## config.mk

```make
export PLATFORM = sky130hd
export DESIGN_NAME = base36_text_converter
export DESIGN_NICKNAME = d
export VERILOG_FILES = /design/src/hw/rtl/b36tc_pkg.sv /design/src/hw/rtl/base36_text_converter.sv
export SDC_FILE = /design/constraint.sdc
export NUM_CORES = 1
export LEC_CHECK = 0
export ABC_CLOCK_PERIOD_IN_PS = 7100
export BUFFER_PORTS_ARGS = -buffer_cell sky130_fd_sc_hd__buf_2
export CAP_MARGIN = 20
export CORE_MARGIN = 10
export CORE_UTILIZATION = 55
export DETAILED_ROUTE_END_ITERATION = 16
export PLACE_DENSITY = 0.84
export SLEW_MARGIN = 40
export SYNTH_ARGS = -nofsm -noshare
export SYNTH_HDL_FRONTEND = slang
export SYNTH_SLANG_ARGS = --single-unit
export TNS_END_PERCENT = 5
```

## constraint.sdc

```tcl
create_clock -name clk -period 7.1 [get_ports clk]
set_input_delay 0.355 -clock clk [delete_from_list [all_inputs] [get_ports clk]]
set_output_delay 0.355 -clock clk [all_outputs]
set_load 0.005 [all_outputs]
```

## src/hw/rtl/b36tc_pkg.sv

```systemverilog
package b36tc_pkg;

    // Width of the converted word; bits of the input above it are ignored
    localparam int VALUE_WIDTH = 64;

    // Word is worked on one byte per cycle, padded up to whole bytes
    localparam int CHUNK_BITS  = 8;
    localparam int NUM_CHUNKS  = (VALUE_WIDTH + CHUNK_BITS - 1) / CHUNK_BITS;
    localparam int PAD_WIDTH   = NUM_CHUNKS * CHUNK_BITS;
    localparam int CHUNK_CNT_W = (NUM_CHUNKS > 1) ? $clog2(NUM_CHUNKS) : 1;

    // Text holds a sign and at most this many digits
    localparam int MAX_DIGITS  = 13;
    localparam int DIGIT_IDX_W = $clog2(MAX_DIGITS);

    localparam int FIELD_VALUE_W = 64;
    localparam int CHAR_W        = 7;
    localparam int DIGIT_W       = 6;

    localparam logic [DIGIT_W:0]  RADIX      = 7'd36;
    localparam logic [CHAR_W-1:0] CHAR_ZERO  = 7'h30;
    localparam logic [CHAR_W-1:0] CHAR_A     = 7'h41;
    localparam logic [CHAR_W-1:0] CHAR_MINUS = 7'h2D;
    localparam logic [CHAR_W-1:0] DEC_DIGITS = 7'd10;

    typedef logic [DIGIT_W-1:0] digit_t;

    // Base-36 digit to its ASCII code: '0'-'9' then 'A'-'Z'
    function automatic logic [CHAR_W-1:0] digit_ascii(input digit_t d);
        logic [CHAR_W-1:0] d_ext;
        logic [CHAR_W-1:0] code;
        d_ext = {1'b0, d};
        if (d_ext < DEC_DIGITS)
        begin
            code = CHAR_ZERO + d_ext;
        end
        else
        begin
            code = CHAR_A + d_ext - DEC_DIGITS;
        end
        return code;
    endfunction

endpackage

```

## src/hw/rtl/base36_text_converter.sv

```systemverilog
// Channel  | Handshake              | Payload
// ---------+------------------------+----------------------------------
// item     | item_valid / item_stall | op, value[63:0]
// char     | char_valid / char_stall | char_code[6:0], last
//
// Each of the D digits is worked out one byte of the word per cycle through a
// shared divide-by-36 step; then D characters go out, after a '-' if negative,
// most significant digit first. D is at most 13 at 64 bits.
// item_stall is high from acceptance until the last character enters the
// output register, so the next item can be taken while that character waits.
// Reset (rst_n low, asynchronous) returns the sequencer to idle and empties
// the output register. char_stall holds it and, while full, the emit state.
module base36_text_converter
(
    input  logic                                 clk,
    input  logic                                 rst_n,
    input  logic                                 item_valid,
    output logic                                 item_stall,
    input  logic                                 op,
    input  logic [b36tc_pkg::FIELD_VALUE_W-1:0]  value,
    output logic                                 char_valid,
    input  logic                                 char_stall,
    output logic [b36tc_pkg::CHAR_W-1:0]         char_code,
    output logic                                 last
);

    localparam logic [1:0] ST_IDLE   = 2'd0;
    localparam logic [1:0] ST_DIVIDE = 2'd1;
    localparam logic [1:0] ST_EMIT   = 2'd2;

    localparam int PW = b36tc_pkg::PAD_WIDTH;
    localparam int VW = b36tc_pkg::VALUE_WIDTH;
    localparam int CB = b36tc_pkg::CHUNK_BITS;
    localparam int IW = b36tc_pkg::DIGIT_IDX_W;
    localparam int CW = b36tc_pkg::CHUNK_CNT_W;

    logic [1:0]                      state_reg, state_next;
    logic [PW-1:0]                   quot_reg, quot_next;
    b36tc_pkg::digit_t               rem_reg, rem_next;
    logic [CW-1:0]                   chunk_reg, chunk_next;
    logic [IW-1:0]                   ndig_reg, ndig_next;
    logic [IW-1:0]                   emit_idx_reg, emit_idx_next;
    logic                            sign_reg, sign_next;
    logic                            out_valid_reg, out_valid_next;
    logic [b36tc_pkg::CHAR_W-1:0]    char_reg, char_next;
    logic                            last_reg, last_next;
    b36tc_pkg::digit_t               digits_reg [b36tc_pkg::MAX_DIGITS];

    logic                            accept;
    logic                            load_ok;
    logic                            digit_done;
    logic [VW-1:0]                   raw;
    logic [VW-1:0]                   mag;
    logic                            negative;
    logic [CB-1:0]                   step_q;
    b36tc_pkg::digit_t               step_r;
    logic [PW-1:0]                   step_quot;
    logic [IW:0]                     ndig_inc;

    assign item_stall = (state_reg != ST_IDLE);
    assign accept     = item_valid && (state_reg == ST_IDLE);
    assign load_ok    = !out_valid_reg || !char_stall;

    assign char_valid = out_valid_reg;
    assign char_code  = char_reg;
    assign last       = last_reg;

    // Input word, its sign and magnitude
    assign raw      = value[VW-1:0];
    assign negative = op && raw[VW-1];
    assign mag      = negative ? (~raw + VW'(1)) : raw;

    // Shared step: remainder and next byte through 8 restoring subtractions
    always_comb
    begin
        logic [b36tc_pkg::DIGIT_W:0] r2;
        logic [CB-1:0]               bits;
        b36tc_pkg::digit_t           r;
        logic [PW+CB-1:0]            shifted;
        r    = rem_reg;
        bits = quot_reg[PW-1 -: CB];
        for (int i = 0; i < CB; i++)
        begin
            r2 = {r, bits[CB-1-i]};
            if (r2 >= b36tc_pkg::RADIX)
            begin
                r2 = r2 - b36tc_pkg::RADIX;
                step_q[CB-1-i] = 1'b1;
            end
            else
            begin
                step_q[CB-1-i] = 1'b0;
            end
            r = r2[b36tc_pkg::DIGIT_W-1:0];
        end
        step_r    = r;
        shifted   = {quot_reg, step_q};
        step_quot = shifted[PW-1:0];
    end

    assign digit_done = (chunk_reg == CW'(b36tc_pkg::NUM_CHUNKS - 1));
    assign ndig_inc   = {1'b0, ndig_reg} + (IW+1)'(1);

    // Sequencer
    always_comb
    begin
        state_next     = state_reg;
        quot_next      = quot_reg;
        rem_next       = rem_reg;
        chunk_next     = chunk_reg;
        ndig_next      = ndig_reg;
        emit_idx_next  = emit_idx_reg;
        sign_next      = sign_reg;
        out_valid_next = out_valid_reg && char_stall;
        char_next      = char_reg;
        last_next      = last_reg;

        unique case (state_reg)
            ST_IDLE:
            begin
                if (accept)
                begin
                    quot_next  = PW'(mag);
                    rem_next   = '0;
                    chunk_next = '0;
                    ndig_next  = '0;
                    sign_next  = negative;
                    state_next = ST_DIVIDE;
                end
            end
            ST_DIVIDE:
            begin
                quot_next = step_quot;
                if (digit_done)
                begin
                    rem_next   = '0;
                    chunk_next = '0;
                    ndig_next  = ndig_inc[IW-1:0];
                    // Stop on zero quotient or a full digit buffer
                    if ((step_quot == '0) ||
                        (ndig_inc == (IW+1)'(b36tc_pkg::MAX_DIGITS)))
                    begin
                        emit_idx_next = ndig_reg;
                        state_next    = ST_EMIT;
                    end
                end
                else
                begin
                    rem_next   = step_r;
                    chunk_next = chunk_reg + CW'(1);
                end
            end
            ST_EMIT:
            begin
                if (load_ok)
                begin
                    out_valid_next = 1'b1;
                    if (sign_reg)
                    begin
                        char_next = b36tc_pkg::CHAR_MINUS;
                        last_next = 1'b0;
                        sign_next = 1'b0;
                    end
                    else
                    begin
                        char_next = b36tc_pkg::digit_ascii(digits_reg[emit_idx_reg]);
                        last_next = (emit_idx_reg == '0);
                        if (emit_idx_reg == '0)
                        begin
                            state_next = ST_IDLE;
                        end
                        else
                        begin
                            emit_idx_next = emit_idx_reg - IW'(1);
                        end
                    end
                end
            end
            default:
            begin
                state_next = ST_IDLE;
            end
        endcase
    end

    // Control registers
    always_ff @(posedge clk or negedge rst_n)
    begin
        if (!rst_n)
        begin
            state_reg     <= ST_IDLE;
            out_valid_reg <= 1'b0;
        end
        else
        begin
            state_reg     <= state_next;
            out_valid_reg <= out_valid_next;
        end
    end

    // Datapath registers
    always_ff @(posedge clk)
    begin
        quot_reg     <= quot_next;
        rem_reg      <= rem_next;
        chunk_reg    <= chunk_next;
        ndig_reg     <= ndig_next;
        emit_idx_reg <= emit_idx_next;
        sign_reg     <= sign_next;
        char_reg     <= char_next;
        last_reg     <= last_next;
    end

    // Digit buffer, least significant digit first
    always_ff @(posedge clk)
    begin
        if ((state_reg == ST_DIVIDE) && digit_done)
        begin
            digits_reg[ndig_reg] <= step_r;
        end
    end

endmodule
```

---- Yosys cells after proc, flatten, opt, wreduce, memory -nomap -nowiden ----
Memory sizes are Yosys's and may differ from the RTL's. A register that Yosys moved wholly into a read port is not among the register bits.
Cells that the tools add are included.
storage, ports and cells
  register bits ........................... 93
  bits in writable memories ............... 78
  bits of input ports ..................... 69
  output and inout bits ................... 10
  logic and storage cells ................. 118
  memories ................................ 1
memories
  name        depth  bits a word  rd ports  clocked after Yosys merged registers in  write ports  RTL line                     RTL
  digits_reg  13     6            1         1                                        1            base36_text_converter.sv:47  b36tc_pkg::digit_t digits_reg [b36tc_pkg::MAX_DIGITS];
cells by class
  $add $sub $neg .......................... 15
  magnitude comparators ................... 9
  eq/ne operators ......................... 11
  muxes and demuxes ....................... 50
  bitwise logic cells ..................... 1
  reduce and logical (&&, ||, !) cells .... 21
operators with widths
  operator                                                            count
  2-to-1 mux 64 bit                                                   2
  case mux 64 bit (2 select lines)                                    1
  adder 64 x 1 -> 64 bit (second input constant)                      1
  zero test 64 bit                                                    1
  inverter 64 bit                                                     1
  2-to-1 mux 6 bit                                                    10
  greater-or-equal comparator 7 x 6 -> 1 bit (second input constant)  8
  subtractor 6 bit (second input constant)                            8
  2-to-1 mux 4 bit                                                    8
  case mux 4 bit (2 select lines)                                     2
  2-to-1 mux 1 bit                                                    14
  inequality test 2 bit (second input constant)                       7
  2-to-1 mux 2 bit                                                    6
  case mux 6 bit (2 select lines)                                     1
  AND reduction 6 bit                                                 2
  nonzero test 2 bit                                                  4
  adder 6 x 6 -> 7 bit (first input constant)                         1
  adder 7 x 6 -> 7 bit (first input constant)                         1
  2-to-1 mux 7 bit                                                    1
  subtractor 7 x 4 -> 7 bit (second input constant)                   1
  less-than comparator 6 x 4 -> 1 bit (second input constant)         1
  2-to-1 mux 3 bit                                                    2
  case mux 2 bit (3 select lines)                                     1
  case mux 3 bit (2 select lines)                                     1
  other kinds (15)                                                    22

---- Depth between registers and ports, before layout ----
Gate-level depths: netlist (run 1).
  word-level depth ........................ 22
  mapped depth ............................ 30
  mapped depth without buffers ............ 30

---- Worst setup path before layout (run 1) ----
No wires, ideal clock.
  kind .................................... reg2reg
  start ................................... register rem_reg[2]
  end ..................................... memory digits_reg[0][3] (netlist bit), data pin
  setup time .............................. 0.307 ns
  data arrival time ....................... 5.639 ns
  setup slack ............................. 1.154 ns
  stages on the path, launching flop included .. 28
  buffers on the path ..................... 0
  path through ............................ edfxtp_1 -> inv_1 -> ha_1 -> nor3b_4 -> nor4_1 -> nor2_1 -> inv_1 -> ha_1 -> and3_1 -> nor4_1 -> nor4_2 -> nor3_1 -> a21oi_1 -> ha_1 -> and2_1 -> a311oi_2 -> a22oi_2 -> o22ai_2 -> a21o_1 -> inv_1 -> ha_1 -> o311ai_2 -> xnor2_2 -> nand2_1 -> o221ai_2 -> inv_1 -> ha_1 -> o21ai_0
on the way
  word-level cells in the longest chain between the ends .. 16
  elaborated cells between the ends (all ways) .. 24
ends and longest elaborated chain
  element                                                                         RTL line                                                  RTL
  start, declared                                                                 base36_text_converter.sv:39                               b36tc_pkg::digit_t rem_reg, rem_next;
  start signal, assigned                                                          base36_text_converter.sv:205                              rem_reg <= rem_next;
  subtractor 6 bit or greater-or-equal comparator 7 x 6 -> 1 bit (tied branches)  base36_text_converter.sv:87, base36_text_converter.sv:85
  2-to-1 mux 6 bit *                                                              base36_text_converter.sv:85                               if (r2 >= b36tc_pkg::RADIX)
  subtractor 6 bit or greater-or-equal comparator 7 x 6 -> 1 bit (tied branches)  base36_text_converter.sv:87, base36_text_converter.sv:85
  2-to-1 mux 6 bit *                                                              base36_text_converter.sv:85
  subtractor 6 bit or greater-or-equal comparator 7 x 6 -> 1 bit (tied branches)  base36_text_converter.sv:87, base36_text_converter.sv:85
  2-to-1 mux 6 bit *                                                              base36_text_converter.sv:85
  greater-or-equal comparator 7 x 6 -> 1 bit or subtractor 6 bit (tied branches)  base36_text_converter.sv:85, base36_text_converter.sv:87
  2-to-1 mux 6 bit *                                                              base36_text_converter.sv:85
  subtractor 6 bit or greater-or-equal comparator 7 x 6 -> 1 bit (tied branches)  base36_text_converter.sv:87, base36_text_converter.sv:85
  2-to-1 mux 6 bit *                                                              base36_text_converter.sv:85
  subtractor 6 bit or greater-or-equal comparator 7 x 6 -> 1 bit (tied branches)  base36_text_converter.sv:87, base36_text_converter.sv:85
  2-to-1 mux 6 bit *                                                              base36_text_converter.sv:85
  greater-or-equal comparator 7 x 6 -> 1 bit or subtractor 6 bit (tied branches)  base36_text_converter.sv:85, base36_text_converter.sv:87
  2-to-1 mux 6 bit *                                                              base36_text_converter.sv:85
  subtractor 6 bit or greater-or-equal comparator 7 x 6 -> 1 bit (tied branches)  base36_text_converter.sv:87, base36_text_converter.sv:85
  2-to-1 mux 6 bit *                                                              base36_text_converter.sv:85
  via step_r[3]                                                                   base36_text_converter.sv:56                               b36tc_pkg::digit_t step_r;
  end, declared                                                                   base36_text_converter.sv:47
Mark *: on every way through the listed nets, which the timed path passes. The rest lies on a longest branch.

---- Final worst setup path (run 1) ----
Same ends and word-level chain as after synthesis.

==> results of run 1 <==
==> final timing paths <==
path	start	endpoint	slack [ps]
worst max-delay path	rem_reg[2]	digits_reg[0][3]	490
worst min-delay path	char_stall	char_valid	190
worst max register to register	rem_reg[2]	digits_reg[0][3]	490
worst min register to register	emit_idx_reg[1]	flop	550
max in group asynchronous	rst_n	state_reg[1]	6750
min in group asynchronous	rst_n	char_valid	240
==> tightest hold or removal path, cell delays in order <==
cell	delay, ps
buf_2	100
nand2_1	70
nand2_1	70
==> per-layer routing <==
metal,vias to the layer above,GRT usage (%)
met5,-,0
met4,2,8.504
met3,57,4.203
met2,313,33.84
met1,3695,24.44
li1,3659,-
==> cell usage after synthesis (7+ instances only) <==
cell        n
mux4_2     22
mux2_4      7
xnor2_1    38
clkbuf_1   29
and2_1     18
mux2i_1     9
a211oi_1   11
nor2_1     67
nor3_1     18
nor4_1     25
a21oi_1    39
nand2_1   124
o21a_1      7
o21ai_0    85
inv_1      38
xor2_1     38
ha_1       18
edfxtp_1  168
or3_1      10
o31ai_1    12
nand2b_1   10
nand3_1    13
==> through the flow <==
step / utilization (%) / instance area [um^2] / hold slack [ps]
floorplan: - / 10390 / 59.41
global placement: 58.91 / 10980 / 151.3
detailed placement: 59.08 / 11010 / 155.1
CTS: 62.28 / 11610 / 149.7
global route: 62.44 / 11640 / 227.1
finish: 62.44 / 11640 / 189.0
==> cell type report <==
class                   count  area [um^2]
inverters                  38        142.6
clock inverters            15        161.4
fillers                  1430         7002
multi-input cells         692         4918
repair buffers             90        499.2
well taps                 234        292.8
flip-flops and latches    175         5201
clock buffers              17        425.4
==> logic make-up (layout without fill, tap and decap cells) <==
kind of cell,count (synthesis),count (layout),share of synthesized area [%]
buffers and inverters,77,160,3.060
and+or+nand+nor,327,327,15.53
DFF,175,175,50.07
muxes,41,41,6.976
adders and majority gates,18,18,2.169
AOI/OAI and AO/OA,229,229,15.63
xor gates and xnor gates,77,77,6.566
==> repair_timing <==
item / 4_1_cts / 5_1_grt
endpoints found under the setup margin: 0 / 53
hold buffers: 1 / 0
resized for setup: 0 / 4
hold endpoints to repair: 3 / 0
==> results.md, run 1 <==
- Crit path buf inv count: 3
- Unique masters post-synth: between 90 and 100
- Min Tclk post-route: about 6600 ps
- F_max: 0.1513 GHz
- Core area: 0.01864 mm^2
- Hold Path Depth: 3
- Nets@finish: around 1100
- Clk_skew: around 16 ps
- DIE WIDTH: 157.4 um
- Max reg flops: just under 80
- Met2 wire length: ~12000 um
- Num CTS Buffers: 17
- Maxcap violations: 0
- First-pass GRT wire length: about 39000 um
- Post-CTS setup buffers: 0
- RD Place Congestion: approximately 0.96
- Setup ws final: 491.0 ps
- Seq/Total Area, Yosys: 50.07%
- Syn_area_per_cell: 11.00 um^2
- Final setup vio count: 0
- DR vias: between 7000 and 8000
- Gr usage total: 20.07%
- Syn nets: slightly above 1000
- Non-Filler Instances: ~1300
- Ports: between 70 and 80
- Synth Instances: 944
- DRT iter0 DRCs: approximately 630
- Crit-path slowest cell: nor4_2
- Post-synth ARST share: 1.714%
- Initial Util: a little under three fifths
- Clock Latency Late Sink: 440 ps
- Endpoint type of the worst setup path: flop
- Cell depth of the worst setup path: 27
- Antenna cells: 0
- Die Ht: approximately 160 um
- Die area: around 0.025 mm^2
- Final WL: 24890 um
- Clk sink count: 175
- Num rows: 50
- Crit Path Category: flop to flop
- IO buf count: 78
- CTS H-tree depth: 4
- Length of the first detailed-routing pass in iterations: 5
- Fin. max-slew vios: 0
- Worst EP arrival: between 6000 and 7000 ps
- RSZ-0062 raised after global routing: no
- Clock Tree Root: clkbuf_16
- Met3 WL: ~1700 um
- CP Launch Type: flop
- M1 wire length: 10220 um
- Most common library cell in the layout ignoring fill and taps: edfxtp_1
- CP most frequent cell: ha_1
- Slew headroom: 47.18%
- R2R cell count: 27
- Total negative slack: 0 ps
- CP peak stage delay: ~500 ps
- Clk slew on worst S/H paths: 70 ps
- Yosys top cell area share: around half
- Most frequent cells in the layout: 168 x edfxtp_1, 122 x nand2_1, 84 x o21ai_0
- DP HPWL: between 15000 and 20000 um
- Worst Hold Class: primary input to flop
- Post-DRT Antenna Nets: 0
- Final period util: 93.09%
- Critical-path maximum fanout: 13
- Worst path required time: 7240 ps
- Dpl cells: ~1200
- # DRC: 0
- Setup WS pre-CTS: 238.4 ps
- Hold Vio Cnt, Final: 0
- Ys flop type: edfxtp_1
- Slew @ Worst Pin: 789.4 ps
- Post-synth EDFFs: 168
- Synth area leader: edfxtp_1
- CTS Buffer Depth: 2
- Initial antenna violation count: 1
- Largest net degree at the start of global routing: ~110
- Vias/cell: roughly 6
- Syn. warnings: 0
- Ratio of cells with drive above 1 in the final layout: between 10% and 20%
- Area grow syn2layout: 12.10%
- CP top delay family: simple AND/OR/NAND/NOR gates
- Vias in the first global route: between 7000 and 8000
- CTS tree: built
- #FFs+latches synth: roughly 180
- Post-Syn Area: 0.01038 mm^2
- GRT overflow: 0
- Status: completed
- DR top layer: met5
- WL per Instance: about 20 um
- Leading post-synthesis cells by cell area: edfxtp_1 49%, mux4_2 4.8%, nand2_1 4.5%, o21ai_0 4.1%, xnor2_1 3.2%
Power of run 1 is left out: the tool's default activity adds up to more than one toggle a clock period on the data nets, which glitch-free logic cannot reach.
==> run 2: changes to the inputs <==
- ABC_AREA: default -> 1
- CTS_CLUSTER_DIAMETER: default -> 80
- MAX_ROUTING_LAYER: default -> met4
==> results.md, run 2 <==
- Status: completed
- Largest net degree at the start of global routing: 122 (+7.0%)
- Syn. warnings: 0 (unchanged)
- DP Area: 0.01065 mm^2 (-3.4%)
- RD Place Congestion: 0.9603 (-0.10%)
- Gr usage total: 20.25% (+0.18 points)
- Post-CTS Resized: 0 (unchanged)
- Combinational Power Share: between 5 and 6%
- F_max: 0.2025 GHz (+34%)
- Setup ws final: 2162 ps (+1671 ps)
- # DRC: 0 (unchanged)
- DRT iter0 DRCs: 749 (+19%)
- Ratio of cells with drive above 1 in the final layout: 16.32% (-3.5 points)
- Fin. max-slew vios: 0 (unchanged)
- Slew @ Worst Pin: 844.2 ps (+54.80 ps)
- CTS tree: built
- Sw frac: between 20% and 30%
- Clock Latency Late Sink: 440 ps (about the same)
- Yosys top cell area share: 50.48% (+1.9 points)
- Critical-path maximum fanout: 13 (unchanged)
- Top-count cell post-synth: nand2_1
- Post-synth EDFFs: 168 (unchanged)
- Max reg flops: 78 (unchanged)
- Area grow syn2layout: 12.27%
- First-pass GRT wire length: 38820 um (-0.63%)
- Min Tclk post-route: 4938 ps (-1671 ps)
- Core area: 0.01790 mm^2 (-4.0%)
- Final setup vio count: 0 (unchanged)
- DR vias: 7990 (+3.4%)
- Max rail drop VDD: 0.1655 mV
- GRT overflow: 0 (unchanged)
- Sequential power share: around 53%
- Die area: 0.02396 mm^2 (-3.3%)
- Nets@finish: 1232 (+12%)
- Syn_area_per_cell: 9.289 um^2 (-16%)
- Clock Power Share: 42.4%
- WL per Instance: 17.04 um (-14%)
- CP peak stage delay: 550 ps (+40 ps)
- Post-DRT Antenna Nets: 0 (unchanged)
- CP Launch Type: flop
- DP HPWL: 17450 um (-2.5%)
- CTS H-tree depth: 4 (unchanged)
- PwrDens: between 150 and 200 mW/mm^2
- Num rows: 49 (-2.0%)
- CTS Buffer Depth: 2 (unchanged)
- Post-synth ARST share: 1.714% (unchanged)
- Initial antenna violation count: 0 (-1)
- Int Pwr: 1.622 mW
- CP most frequent cell: nand2_1
- Setup WS pre-CTS: 2197 ps (+1959 ps)
- Clk slew on worst S/H paths: 70 ps (about the same)
- Unique masters post-synth: 43 (-53%)
- Seq/Total Area, Yosys: 52.03% (+2.0 points)
- Worst EP arrival: 5080 ps (-1670 ps)
- Length of the first detailed-routing pass in iterations: 5 (unchanged)
- Post-Syn Area: 0.009995 mm^2 (-3.8%)
- Most frequent cells in the layout: 187 x nand2_1, 168 x edfxtp_1, 115 x o21ai_0
- Worst Hold Class: primary input to flop
- Slew headroom: 43.65% (-3.5 points)
- Leading post-synthesis cells by cell area: edfxtp_1 50%, nand2_1 7.1%, o21ai_0 5.8%, inv_1 4.1%, xor2_1 3.8%
- RSZ-0062 raised after global routing: no
- Layout Utilization: 62.68% (+0.24 points)
- Hold Vio Cnt, Final: 0 (unchanged)
- Crit Path Category: flop to flop
- Maxcap violations: 0 (unchanged)
- Clock Tree Root: clkbuf_16
- Worst path required time: 7240 ps (about the same)
- Die Ht: 154.8 um (-1.7%)
- WHS: 163.7 ps (-25.28 ps)
- Total negative slack: 0 ps (unchanged)
- Clk sink count: 175 (unchanged)
- Crit-path slowest cell: nor2_1
- # fillers: 1441 (+0.77%)
- Ys flop type: edfxtp_1
- Vias/cell: 5.761 (-6.0%)
- Final WL: 23630 um (-5.0%)
- IO buf count: 78 (unchanged)
- Synth area leader: edfxtp_1
- #FFs+latches synth: 175 (unchanged)
- Most common library cell in the layout ignoring fill and taps: nand2_1
- Endpoint type of the worst setup path: flop
- Synth Instances: 1076 (+14%)
- Final period util: 69.55% (-24 points)
- Layout Cell Area excl Fill: 0.01122 mm^2 (-3.6%)
- Vias in the first global route: 7903 (+2.6%)
- Top cells by count, synth: 188 x nand2_1, 168 x edfxtp_1, 115 x o21ai_0
- Psw: 495.8 uW
- Leak pwr: ~5 nW
- DIE WIDTH: 154.8 um (-1.7%)
- Initial Util: 55.83% (+0.12 points)
- Ports: 79 (unchanged)
- Clk_skew: 13.53 ps (-2.898 ps)
- Antenna cells: 0 (unchanged)
- Num CTS Buffers: 17 (unchanged)
- Syn nets: 1163 (+13%)
==> run 2: cell count changes after synthesis, sizes merged, moves of 17 or more <==
| cell | before | now |
|---|---|---|
| and2 | 18 | 1 |
| inv | 38 | 117 |
| mux4 | 22 | 0 |
| nand3 | 14 | 52 |
| nor2 | 68 | 91 |
| xnor2 | 39 | 21 |
| o21ai | 92 | 124 |
| nand2 | 126 | 221 |
==> run 2: repair_timing <==
| item | CTS | global route |
|---|---|---|
| endpoints found under the hold margin | 3 | 0 |
| setup buffers | 0 | 0 |
| hold buffers | 1 | 0 |
==> run 2: layout make-up <==
| type | instances | area (um^2) | area share [%] |
|---|---|---|---|
| clock buffers | 18 | 429.2 | 3.825 |
| clock inverters | 14 | 136.4 | 1.215 |
| inverters | 120 | 450.4 | 4.014 |
| multi-input cells | 748 | 4280 | 38.15 |
| flip-flops and latches | 175 | 5204 | 46.38 |
| well taps | 229 | 286.5 | 2.554 |
| repair buffers | 83 | 434.2 | 3.869 |
==> run 2: cells by family (layout without fill, tap and decap cells) <==
group / after synthesis / count (layout) / synth area share [%]
xor+xnor: 65 / 65 / 5.771
compound gates: 199 / 199 / 11.02
flops: 175 / 175 / 52.03
buf+inv: 153 / 235 / 5.746
simple gates: 448 / 448 / 21.38
mux: 18 / 18 / 1.803
fa+ha+maj: 18 / 18 / 2.253
==> run 2: final timing paths <==
check                           start                to  slack, ps  cells after the start
setup / recovery           rem_reg[2]  digits_reg[9][5]       2160                     37
hold / removal             char_stall        char_valid        160                      3
setup reg to reg           rem_reg[2]  digits_reg[9][5]       2160                     37
hold reg to reg            char_valid        char_valid        530                      2
max in group asynchronous       rst_n      state_reg[1]       6750                      2
min in group asynchronous       rst_n        char_valid        240                      2
==> run 2: power groups by stage <==
stage / logic (mW) / clock network [mW] / registers [mW]
2_1_floorplan: 0.0554 / 0 / 1.14
3_3_place_gp: 0.103 / 0 / 1.14
3_5_place_dp: 0.105 / 0 / 1.14
4_1_cts: 0.106 / 0.902 / 1.11
5_1_grt: 0.119 / 0.947 / 1.11
6_report: 0.108 / 0.898 / 1.11
==> run 2: metrics by stage <==
stage | power, mW | std cells
CTS | 2.121 | 1387
global route | 2.178 | 1387
floorplan | 1.191 | 1076
finish | 2.118 | 1387
detailed placement | 1.241 | 1354
global placement | 1.239 | 1354
==> run 2: worst max-delay path: cells and delay by family, from the launching register on <==
family | cells | cell delay [ps]
compound gates | 3 | 320
xor+xnor | 2 | 290
fa+ha+maj | 4 | 730
buf+inv | 5 | 400
flops | 1 | 400
simple gates | 23 | 2520
==> run 2: layer usage <==
layer | track usage (%) | up-vias | routed length (um)
li1 | - | 3868 | -
met2 | 34.11 | 327 | 11690
met4 | 5.983 | 0 | 539
met3 | 3.688 | 44 | 1542
met5 | - | - | 0
met1 | 24.32 | 3751 | 9858
No activity file was read; power rests on OpenSTA's default activity.
